**config.mk**
```make
export PLATFORM = sky130hd
export DESIGN_NAME = tlv_stream_parser
export DESIGN_NICKNAME = d
export VERILOG_FILES = /design/src/tlvsp_pkg.sv /design/src/tlvsp_core.sv /design/src/tlvsp_queue.sv /design/src/tlv_stream_parser.sv
export VERILOG_INCLUDE_DIRS = /design/src /design/src/src
export SDC_FILE = /design/constraint.sdc
export NUM_CORES = 1
export LEC_CHECK = 0
export ABC_AREA = 1
export BUFFER_PORTS_ARGS = -buffer_cell sky130_fd_sc_hd__buf_2
export CORE_MARGIN = 1
export CORE_UTILIZATION = 50
export CTS_BUF_LIST = sky130_fd_sc_hd__clkbuf_16
export CTS_CLUSTER_SIZE = 8
export DETAILED_ROUTE_END_ITERATION = 8
export PLACE_DENSITY = 0.71
export REMOVE_ABC_BUFFERS = 1
export SYNTH_ARGS = -nofsm -noshare
export SYNTH_HDL_FRONTEND = slang
export SYNTH_SLANG_ARGS = --single-unit
```
**constraint.sdc**
```tcl
create_clock -name clk_i -period 7.42 [get_ports clk_i]
set_input_delay 2.226 -clock clk_i [delete_from_list [all_inputs] [get_ports clk_i]]
set_output_delay 2.226 -clock clk_i [all_outputs]
set_load 0.02 [all_outputs]
```
**src/tlv_stream_parser_macros.svh**
```systemverilog
// Assertion macros used by the parser's result queue module.
`ifndef TLV_STREAM_PARSER_MACROS_SVH
`define TLV_STREAM_PARSER_MACROS_SVH

`ifndef SYNTHESIS

// The property must hold at every clock edge outside reset.
`define TLV_ASSERT(lbl, clk, rstn, prop) \
  lbl: assert property (@(posedge clk) disable iff (!(rstn)) (prop)) \
    else $error("tlv_stream_parser: assertion failed");

// The condition must never be true outside reset.
`define TLV_ASSERT_NEVER(lbl, clk, rstn, cond) \
  lbl: assert property (@(posedge clk) disable iff (!(rstn)) !(cond)) \
    else $error("tlv_stream_parser: forbidden condition seen");

`else

`define TLV_ASSERT(lbl, clk, rstn, prop)
`define TLV_ASSERT_NEVER(lbl, clk, rstn, cond)

`endif

`endif

```
**src/tlvsp_pkg.sv**
```systemverilog
package tlvsp_pkg;

  localparam logic [15:0] MaxRecordLen = 16'd4096;

  // Result kinds.
  localparam logic [1:0] KindHeader = 2'd0;
  localparam logic [1:0] KindValue  = 2'd1;
  localparam logic [1:0] KindDone   = 2'd2;
  localparam logic [1:0] KindError  = 2'd3;

  // Status codes.
  localparam logic [1:0] StatOk        = 2'd0;
  localparam logic [1:0] StatTruncated = 2'd1;
  localparam logic [1:0] StatBadMagic  = 2'd2;
  localparam logic [1:0] StatTooBig    = 2'd3;

  // Configuration register indexes.
  localparam logic RegMagicWord = 1'b0;
  localparam logic RegQueryType = 1'b1;

  // Result queue geometry.
  localparam int QDepth = 4;
  localparam int QPtrW  = $clog2(QDepth);
  localparam int QCntW  = $clog2(QDepth + 1);

  typedef struct packed {
    logic [31:0] magic_word;
    logic [7:0]  query_type;
  } cfg_t;

  typedef struct packed {
    logic [1:0]  kind;
    logic [7:0]  rec_type;
    logic [12:0] rec_len;
    logic [15:0] rec_index;
    logic [27:0] blob_offset;
    logic [7:0]  value_byte;
    logic [1:0]  status;
    logic [15:0] record_count;
    logic [27:0] type_total;
    logic        last_of_run;
  } result_t;

  // Up to two results caused by one input beat, in order.
  typedef struct packed {
    logic [1:0] num;
    result_t    first;
    result_t    second;
  } res_pair_t;

endpackage

```
**src/tlvsp_core.sv**
```systemverilog
module tlvsp_core (
  input  logic                  clk_i,
  input  logic                  rst_ni,
  input  logic                  accept_i,
  input  logic [7:0]            data_byte_i,
  input  logic                  end_of_input_i,
  input  tlvsp_pkg::cfg_t       cfg_i,
  output tlvsp_pkg::res_pair_t  res_o
);

  localparam logic [2:0] PhMagic = 3'd0;
  localparam logic [2:0] PhCount = 3'd1;
  localparam logic [2:0] PhType  = 3'd2;
  localparam logic [2:0] PhLen   = 3'd3;
  localparam logic [2:0] PhValue = 3'd4;
  localparam logic [2:0] PhDrain = 3'd5;

  logic [2:0]  phase_q, phase_d;
  logic [1:0]  pos_q, pos_d;
  logic        magic_ok_q, magic_ok_d;
  logic [7:0]  latch_q, latch_d;
  logic [15:0] recs_left_q, recs_left_d;
  logic [15:0] rec_num_q, rec_num_d;
  logic [7:0]  cur_type_q, cur_type_d;
  logic [12:0] cur_len_q, cur_len_d;
  logic [12:0] val_left_q, val_left_d;
  logic [28:0] offset_q, offset_d;
  logic [28:0] matched_q, matched_d;

  logic                 prim_v, end_v, fin, done, failed;
  logic [1:0]           fail_status;
  logic [15:0]          word;
  logic [31:0]          magic_shift;
  tlvsp_pkg::result_t   prim_res, end_res;

  always_comb begin
    phase_d     = phase_q;
    pos_d       = pos_q;
    magic_ok_d  = magic_ok_q;
    latch_d     = latch_q;
    recs_left_d = recs_left_q;
    rec_num_d   = rec_num_q;
    cur_type_d  = cur_type_q;
    cur_len_d   = cur_len_q;
    val_left_d  = val_left_q;
    offset_d    = offset_q;
    matched_d   = matched_q;
    prim_v      = 1'b0;
    end_v       = 1'b0;
    fin         = 1'b0;
    done        = 1'b0;
    failed      = 1'b0;
    fail_status = tlvsp_pkg::StatOk;
    prim_res    = '0;
    end_res     = '0;
    word        = {data_byte_i, latch_q};
    magic_shift = cfg_i.magic_word >> {pos_q, 3'b000};

    case (phase_q)
      PhMagic: begin
        if (data_byte_i != magic_shift[7:0]) begin
          magic_ok_d = 1'b0;
        end
        if (pos_q == 2'd3) begin
          pos_d   = 2'd0;
          phase_d = PhCount;
        end else begin
          pos_d = pos_q + 2'd1;
        end
      end
      PhCount: begin
        if (pos_q == 2'd0) begin
          latch_d = data_byte_i;
          pos_d   = 2'd1;
        end else begin
          pos_d       = 2'd0;
          recs_left_d = word;
          if (!magic_ok_q) begin
            failed      = 1'b1;
            fail_status = tlvsp_pkg::StatBadMagic;
          end else if (word == 16'd0) begin
            done = 1'b1;
          end else begin
            phase_d = PhType;
          end
        end
      end
      PhType: begin
        cur_type_d = data_byte_i;
        pos_d      = 2'd0;
        phase_d    = PhLen;
      end
      PhLen: begin
        if (pos_q == 2'd0) begin
          latch_d = data_byte_i;
          pos_d   = 2'd1;
        end else begin
          pos_d = 2'd0;
          if (word > tlvsp_pkg::MaxRecordLen) begin
            failed      = 1'b1;
            fail_status = tlvsp_pkg::StatTooBig;
          end else begin
            cur_len_d  = word[12:0];
            val_left_d = word[12:0];
            prim_v     = 1'b1;
            prim_res.kind        = tlvsp_pkg::KindHeader;
            prim_res.rec_type    = cur_type_q;
            prim_res.rec_len     = word[12:0];
            prim_res.rec_index   = rec_num_q;
            prim_res.blob_offset = offset_q[27:0];
            if (cur_type_q == cfg_i.query_type) begin
              matched_d = matched_q + {16'd0, word[12:0]};
            end
            if (word[12:0] == 13'd0) begin
              fin = 1'b1;
            end else begin
              phase_d = PhValue;
            end
          end
        end
      end
      PhValue: begin
        prim_v               = 1'b1;
        prim_res.kind        = tlvsp_pkg::KindValue;
        prim_res.rec_type    = cur_type_q;
        prim_res.rec_len     = cur_len_q;
        prim_res.rec_index   = rec_num_q;
        prim_res.blob_offset = offset_q[27:0];
        prim_res.value_byte  = data_byte_i;
        offset_d   = offset_q + 29'd1;
        val_left_d = val_left_q - 13'd1;
        if (val_left_d == 13'd0) begin
          fin = 1'b1;
        end
      end
      default: begin
      end
    endcase

    // Closing a record: the document is done once the declared count runs out.
    if (fin) begin
      rec_num_d   = rec_num_q + 16'd1;
      recs_left_d = recs_left_q - 16'd1;
      if (recs_left_d == 16'd0) begin
        done = 1'b1;
      end else begin
        phase_d = PhType;
      end
    end

    if (done) begin
      end_v                = 1'b1;
      end_res.kind         = tlvsp_pkg::KindDone;
      end_res.blob_offset  = offset_d[27:0];
      end_res.record_count = rec_num_d;
      end_res.type_total   = matched_d[27:0];
      phase_d              = PhDrain;
    end else if (failed) begin
      end_v          = 1'b1;
      end_res.kind   = tlvsp_pkg::KindError;
      end_res.status = fail_status;
      phase_d        = PhDrain;
    end else if (end_of_input_i && phase_d != PhDrain) begin
      end_v          = 1'b1;
      end_res.kind   = tlvsp_pkg::KindError;
      end_res.status = tlvsp_pkg::StatTruncated;
    end

    // The last beat of a document always leaves the parser as after reset.
    if (end_of_input_i) begin
      phase_d     = PhMagic;
      pos_d       = 2'd0;
      magic_ok_d  = 1'b1;
      latch_d     = '0;
      recs_left_d = '0;
      rec_num_d   = '0;
      cur_type_d  = '0;
      cur_len_d   = '0;
      val_left_d  = '0;
      offset_d    = '0;
      matched_d   = '0;
    end

    end_res.last_of_run = 1'b1;
    prim_res.last_of_run = !end_v;
    res_o.num    = {1'b0, prim_v} + {1'b0, end_v};
    res_o.first  = prim_v ? prim_res : end_res;
    res_o.second = end_res;
  end

  always_ff @(posedge clk_i or negedge rst_ni) begin
    if (!rst_ni) begin
      phase_q     <= PhMagic;
      pos_q       <= 2'd0;
      magic_ok_q  <= 1'b1;
      latch_q     <= '0;
      recs_left_q <= '0;
      rec_num_q   <= '0;
      cur_type_q  <= '0;
      cur_len_q   <= '0;
      val_left_q  <= '0;
      offset_q    <= '0;
      matched_q   <= '0;
    end else if (accept_i) begin
      phase_q     <= phase_d;
      pos_q       <= pos_d;
      magic_ok_q  <= magic_ok_d;
      latch_q     <= latch_d;
      recs_left_q <= recs_left_d;
      rec_num_q   <= rec_num_d;
      cur_type_q  <= cur_type_d;
      cur_len_q   <= cur_len_d;
      val_left_q  <= val_left_d;
      offset_q    <= offset_d;
      matched_q   <= matched_d;
    end
  end

endmodule

```
**src/tlvsp_queue.sv**
```systemverilog
`include "tlv_stream_parser_macros.svh"

module tlvsp_queue (
  input  logic                 clk_i,
  input  logic                 rst_ni,
  input  logic                 push_i,
  input  tlvsp_pkg::res_pair_t res_i,
  output logic                 room_o,
  output logic                 valid_o,
  input  logic                 stall_i,
  output tlvsp_pkg::result_t   head_o
);

  localparam int PtrW = tlvsp_pkg::QPtrW;
  localparam int CntW = tlvsp_pkg::QCntW;

  tlvsp_pkg::result_t entries_q [tlvsp_pkg::QDepth];

  logic [PtrW-1:0] wr_ptr_q, wr_ptr_d, rd_ptr_q, rd_ptr_d, wr_next;
  logic [CntW-1:0] cnt_q, cnt_d;
  logic [1:0]      push_n;
  logic            pop;

  assign push_n  = push_i ? res_i.num : 2'd0;
  assign pop     = valid_o && !stall_i;
  assign valid_o = cnt_q != '0;
  assign head_o  = entries_q[rd_ptr_q];
  assign wr_next = wr_ptr_q + PtrW'(1);
  // Room is judged on the registered fill so that it never waits on the consumer.
  assign room_o  = cnt_q <= CntW'(tlvsp_pkg::QDepth - 2);

  always_comb begin
    wr_ptr_d = wr_ptr_q + PtrW'(push_n);
    rd_ptr_d = rd_ptr_q + PtrW'(pop);
    cnt_d    = cnt_q + CntW'(push_n) - CntW'(pop);
  end

  always_ff @(posedge clk_i) begin
    if (push_n != 2'd0) begin
      entries_q[wr_ptr_q] <= res_i.first;
    end
    if (push_n == 2'd2) begin
      entries_q[wr_next] <= res_i.second;
    end
  end

  always_ff @(posedge clk_i or negedge rst_ni) begin
    if (!rst_ni) begin
      wr_ptr_q <= '0;
      rd_ptr_q <= '0;
      cnt_q    <= '0;
    end else begin
      wr_ptr_q <= wr_ptr_d;
      rd_ptr_q <= rd_ptr_d;
      cnt_q    <= cnt_d;
    end
  end

  `TLV_ASSERT_NEVER(a_fill_bound, clk_i, rst_ni, cnt_q > CntW'(tlvsp_pkg::QDepth))
  `TLV_ASSERT(a_pair_fits, clk_i, rst_ni, (push_n == 2'd2) |-> (cnt_q <= CntW'(tlvsp_pkg::QDepth - 2)))
  `TLV_ASSERT(a_empty_stays, clk_i, rst_ni, (cnt_q == '0 && push_n == 2'd0) |=> (cnt_q == '0))
  `TLV_ASSERT(a_ptr_gap, clk_i, rst_ni, (cnt_q == '0 || cnt_q == CntW'(tlvsp_pkg::QDepth)) |-> (wr_ptr_q == rd_ptr_q))

endmodule

```
**src/tlv_stream_parser.sv**
```systemverilog
// Channel  | Handshake             | Beat payload
// input    | in_valid_i/in_stall_o | data_byte_i, end_of_input_i
// output   | out_valid_o/out_stall_i | kind_o .. last_of_run_o (ten fields)
// config   | cfg_we_i              | cfg_idx_i, cfg_data_i
//
// One input beat is taken per cycle unless stalled; the parser state updates at the
// accepting edge. Each beat yields up to two results, which go into a four-entry
// result queue and leave one per cycle unless stalled, so a header and a terminating
// result leave in turn. Input stalls while the queue holds more than two results.
// Reset clears parser state, configuration and queue; no clearing pass is needed.
module tlv_stream_parser (
  input  logic        clk_i,
  input  logic        rst_ni,
  input  logic        cfg_we_i,
  input  logic        cfg_idx_i,
  input  logic [31:0] cfg_data_i,
  input  logic        in_valid_i,
  output logic        in_stall_o,
  input  logic [7:0]  data_byte_i,
  input  logic        end_of_input_i,
  output logic        out_valid_o,
  input  logic        out_stall_i,
  output logic [1:0]  kind_o,
  output logic [7:0]  rec_type_o,
  output logic [12:0] rec_len_o,
  output logic [15:0] rec_index_o,
  output logic [27:0] blob_offset_o,
  output logic [7:0]  value_byte_o,
  output logic [1:0]  status_o,
  output logic [15:0] record_count_o,
  output logic [27:0] type_total_o,
  output logic        last_of_run_o
);

  tlvsp_pkg::cfg_t      cfg_q;
  tlvsp_pkg::res_pair_t res;
  tlvsp_pkg::result_t   head;
  logic                 room, accept;

  assign in_stall_o = !room;
  assign accept     = in_valid_i && room;

  always_ff @(posedge clk_i or negedge rst_ni) begin
    if (!rst_ni) begin
      cfg_q <= '0;
    end else if (cfg_we_i) begin
      case (cfg_idx_i)
        tlvsp_pkg::RegMagicWord: cfg_q.magic_word <= cfg_data_i;
        tlvsp_pkg::RegQueryType: cfg_q.query_type <= cfg_data_i[7:0];
        default: begin
        end
      endcase
    end
  end

  tlvsp_core u_core (
    .clk_i          (clk_i),
    .rst_ni         (rst_ni),
    .accept_i       (accept),
    .data_byte_i    (data_byte_i),
    .end_of_input_i (end_of_input_i),
    .cfg_i          (cfg_q),
    .res_o          (res)
  );

  tlvsp_queue u_queue (
    .clk_i   (clk_i),
    .rst_ni  (rst_ni),
    .push_i  (accept),
    .res_i   (res),
    .room_o  (room),
    .valid_o (out_valid_o),
    .stall_i (out_stall_i),
    .head_o  (head)
  );

  assign kind_o         = head.kind;
  assign rec_type_o     = head.rec_type;
  assign rec_len_o      = head.rec_len;
  assign rec_index_o    = head.rec_index;
  assign blob_offset_o  = head.blob_offset;
  assign value_byte_o   = head.value_byte;
  assign status_o       = head.status;
  assign record_count_o = head.record_count;
  assign type_total_o   = head.type_total;
  assign last_of_run_o  = head.last_of_run;

endmodule

```
==> results.toml <==
[place]
dp_hpwl_mm = 57.2
place_ws_ps = 509
gp_congestion = 0.959
port_buffers = 170

[logic_synthesis]
synthCells = 3870
synth_cell_type_count = 57
synth_top_cell_area_share_pct = 28.3
syn_area_per_cell_um2 = 8.34
ys_seq_area_share_pct = 53.9
yosys.area.top_type = "edfxtp_1"
yosys_warnings = 0
netlist_area_mm2 = 0.0323
ys_seq_elements = 671
synth_area_leaders = "edfxtp_1 (28%), dfrtp_1 (14%), dfxtp_1 (11%), nand2_1 (11%), o21ai_0 (9.8%)"

[run]
drv_cap = 0

[layout]
num-nets-final = 4043
mostFrequentLayoutCells = "nand2_1 (904), o21ai_0 (630), nor2_1 (560)"
drive_above_1_share_pct = 10.8
layout_commonest_cell = "nand2_1"
syn_to_final_growth_pct = 13.3

[clocking]
clk_pin_slew_ps = 50
cts_buffers = 94
postCtsSetupBuffers = 0
tritoncts = "yes"
clock-root-buffer = "clkbuf_16"
htreeDepth = 3
clock_latency_ps = 650
cts.sinks = 671
holdBufCountCts = 0
post_cts_resized = 0
clk_path_buf_depth = 3

[critical_path]
cp-end-kind = "flop"
crit_fanout = 47
r2r_start = "u_core.phase_q[1]"
cp-start-kind = "input pin"
path_class = "input pin to flop"
crit_start = "data_byte_i[1]"
cp_data_arrival_time_ps = 6680
worstPathRequired_ps = 7770

[sta]
relSlewSlack_pct = 12.7
final-max-slew-violation-count = 0
finalHoldViolCount = 0
finalCriticalPeriod_ps = 6340
setup_violations = 0
setup_ws_ps = 1080
worstMarginPinSlew_ps = 1290
timing.setup.tns_ps = 0
fin_skew_ps = 32.0
grt_setup_unrepaired = "no"
period_share_pct = 85.4
max_freq_mhz = 158

[global_route]
overflow = 0
grt_max_degree = 133
track_usage_pct = 28.9
grt_pass1_wl_mm = 150
antenna_found_initial = 2
grt_pass1_vias = 26827

[routing]
vias_per_cell = 5.71
wl_per_cell_um = 19.5
vias = 27890
dr.first_iter.drc_count = 2897
drt_pre_antenna_iters = 6
drcViolationCount = 0
totalWireLength_mm = 95.3
ant_nets = 0

[die]
dieArea_mm2 = 0.0656
io_pins = 171
initial_utilization_pct = 50.9
die_h_um = 256
core_mm2 = 0.0634
die_w_um = 256
rows = 92

[power]
p_per_area_mw_per_mm2 = 400
ir_worst_vdd_uv = 229
leakagePower_nw = 14.7
finalPower_w = 0.0146

[outcome]
status = "finished, final reports clean"

[min_path]
hold_class = "flop to flop"
min_from = "u_queue.entries_q[2][107]"
-- synth_stat cells, drive strengths merged --
cell	instances
mux2	24
a22o	7
nand3b	1
a41oi	1
nor4	8
nand3	154
o21ai	658
and2	1
nand4	18
a21boi	1
or2	18
o41ai	1
o22a	1
a21oi	42
dfrtp	182
dfxtp	184
nor3	20
o21bai	1
clkinv	5
and3	1
o31ai	2
nor3b	1
o22ai	156
o211ai	9
fa	2
edfxtp	304
ha	28
inv	243
dfstp	1
buf	51
xnor2	11
nand2	914
a22oi	2
xor2	69
nor2	574
o2111ai	4
clkbuf	169
a31oi	2
-- report_power, final --
group / switching [W] / internal, W / leakage [nW]
Sequential: 0.000473 / 0.00449 / 6.76
Clock: 0.00162 / 0.00231 / 1.56
Combinational: 0.00412 / 0.00162 / 6.38
-- cells by family (layout without fill, tap and decap cells) --
family | Yosys count | in the layout | share of synthesized area, %
buf+inv | 468 | 633 | 5.69
mux | 24 | 24 | 0.837
simple gates | 1710 | 1710 | 21.4
compound gates | 887 | 887 | 14.8
fa+ha+maj | 30 | 30 | 1.21
other cells | 0 | 1 | 0
flops | 671 | 671 | 53.9
xor+xnor | 80 | 80 | 2.17
-- state kept, by name (all words and copies together), names as in the netlist, 8 cells and up --
register and cells:
u_core.cur_len_q 13, u_core.cur_type_q 8, u_core.latch_q 8, u_core.offset_q 28, u_queue.entries_q 488, u_core.recs_left_q 16
cfg_q 40, u_core.rec_num_q 16, u_core.val_left_q 13, u_core.matched_q 28
-- worst max-delay path: stages --
cell and delay (ps):
buf_2 170, inv_1 150, nand4_1 160, nor2_1 120
nand2_1 70, nand2_2 110, nand2_1 170, o21ai_0 270
inv_1 60, nor2_1 100, nand3_1 80, nand2_1 120
nand2_1 90, nor2_2 200, inv_1 70, ha_1 300
inv_1 130, nor2_1 100, nor2_2 330, nor3_4 60
inv_2 100, nor2_1 60, nand2_1 60, buf_4 220
inv_2 230, a21oi_4 170, buf_4 560, nor2_1 140
-- per-layer routing --
layer | share of wire, % | track usage [%]
met4 | 2.9 | 10.7
met2 | 47 | 46.2
met5 | 0 | 0
met1 | 42 | 39.3
met3 | 7.9 | 4.81
-- metrics by stage --
step,std cells,utilization (%),hold slack (ps),area (µm²)
6_report,4882,57.7,449,36600
5_1_grt,4882,57.7,470,36600
4_1_cts,4881,57.7,452,36600
3_5_place_dp,4716,53.4,440,33800
3_3_place_gp,4716,53.4,433,33800
2_1_floorplan,3650,-,423,31400
-- final timing paths --
path,end,cells past startpoint,slack (ps)
max,u_queue.entries_q[2][38],28,1080
min,u_queue.entries_q[2][107],2,450
max reg2reg,u_queue.entries_q[2][38],30,1760
min reg2reg,u_queue.entries_q[2][107],2,450
max in group asynchronous,cfg_q[14],2,4540
min in group asynchronous,u_core.rec_num_q[11],1,1590
-- cell type report --
class | instances | area [µm²]
fillers | 5669 | 26800
flip-flops and latches | 671 | 17400
multi-input cells | 2731 | 13200
clock buffers | 96 | 2400
repair buffers | 220 | 1280
well taps | 846 | 1060
inverters | 248 | 940
clock inverters | 69 | 339
diodes | 1 | 2.50
Note: power is estimated with default switching activity, not from simulation.
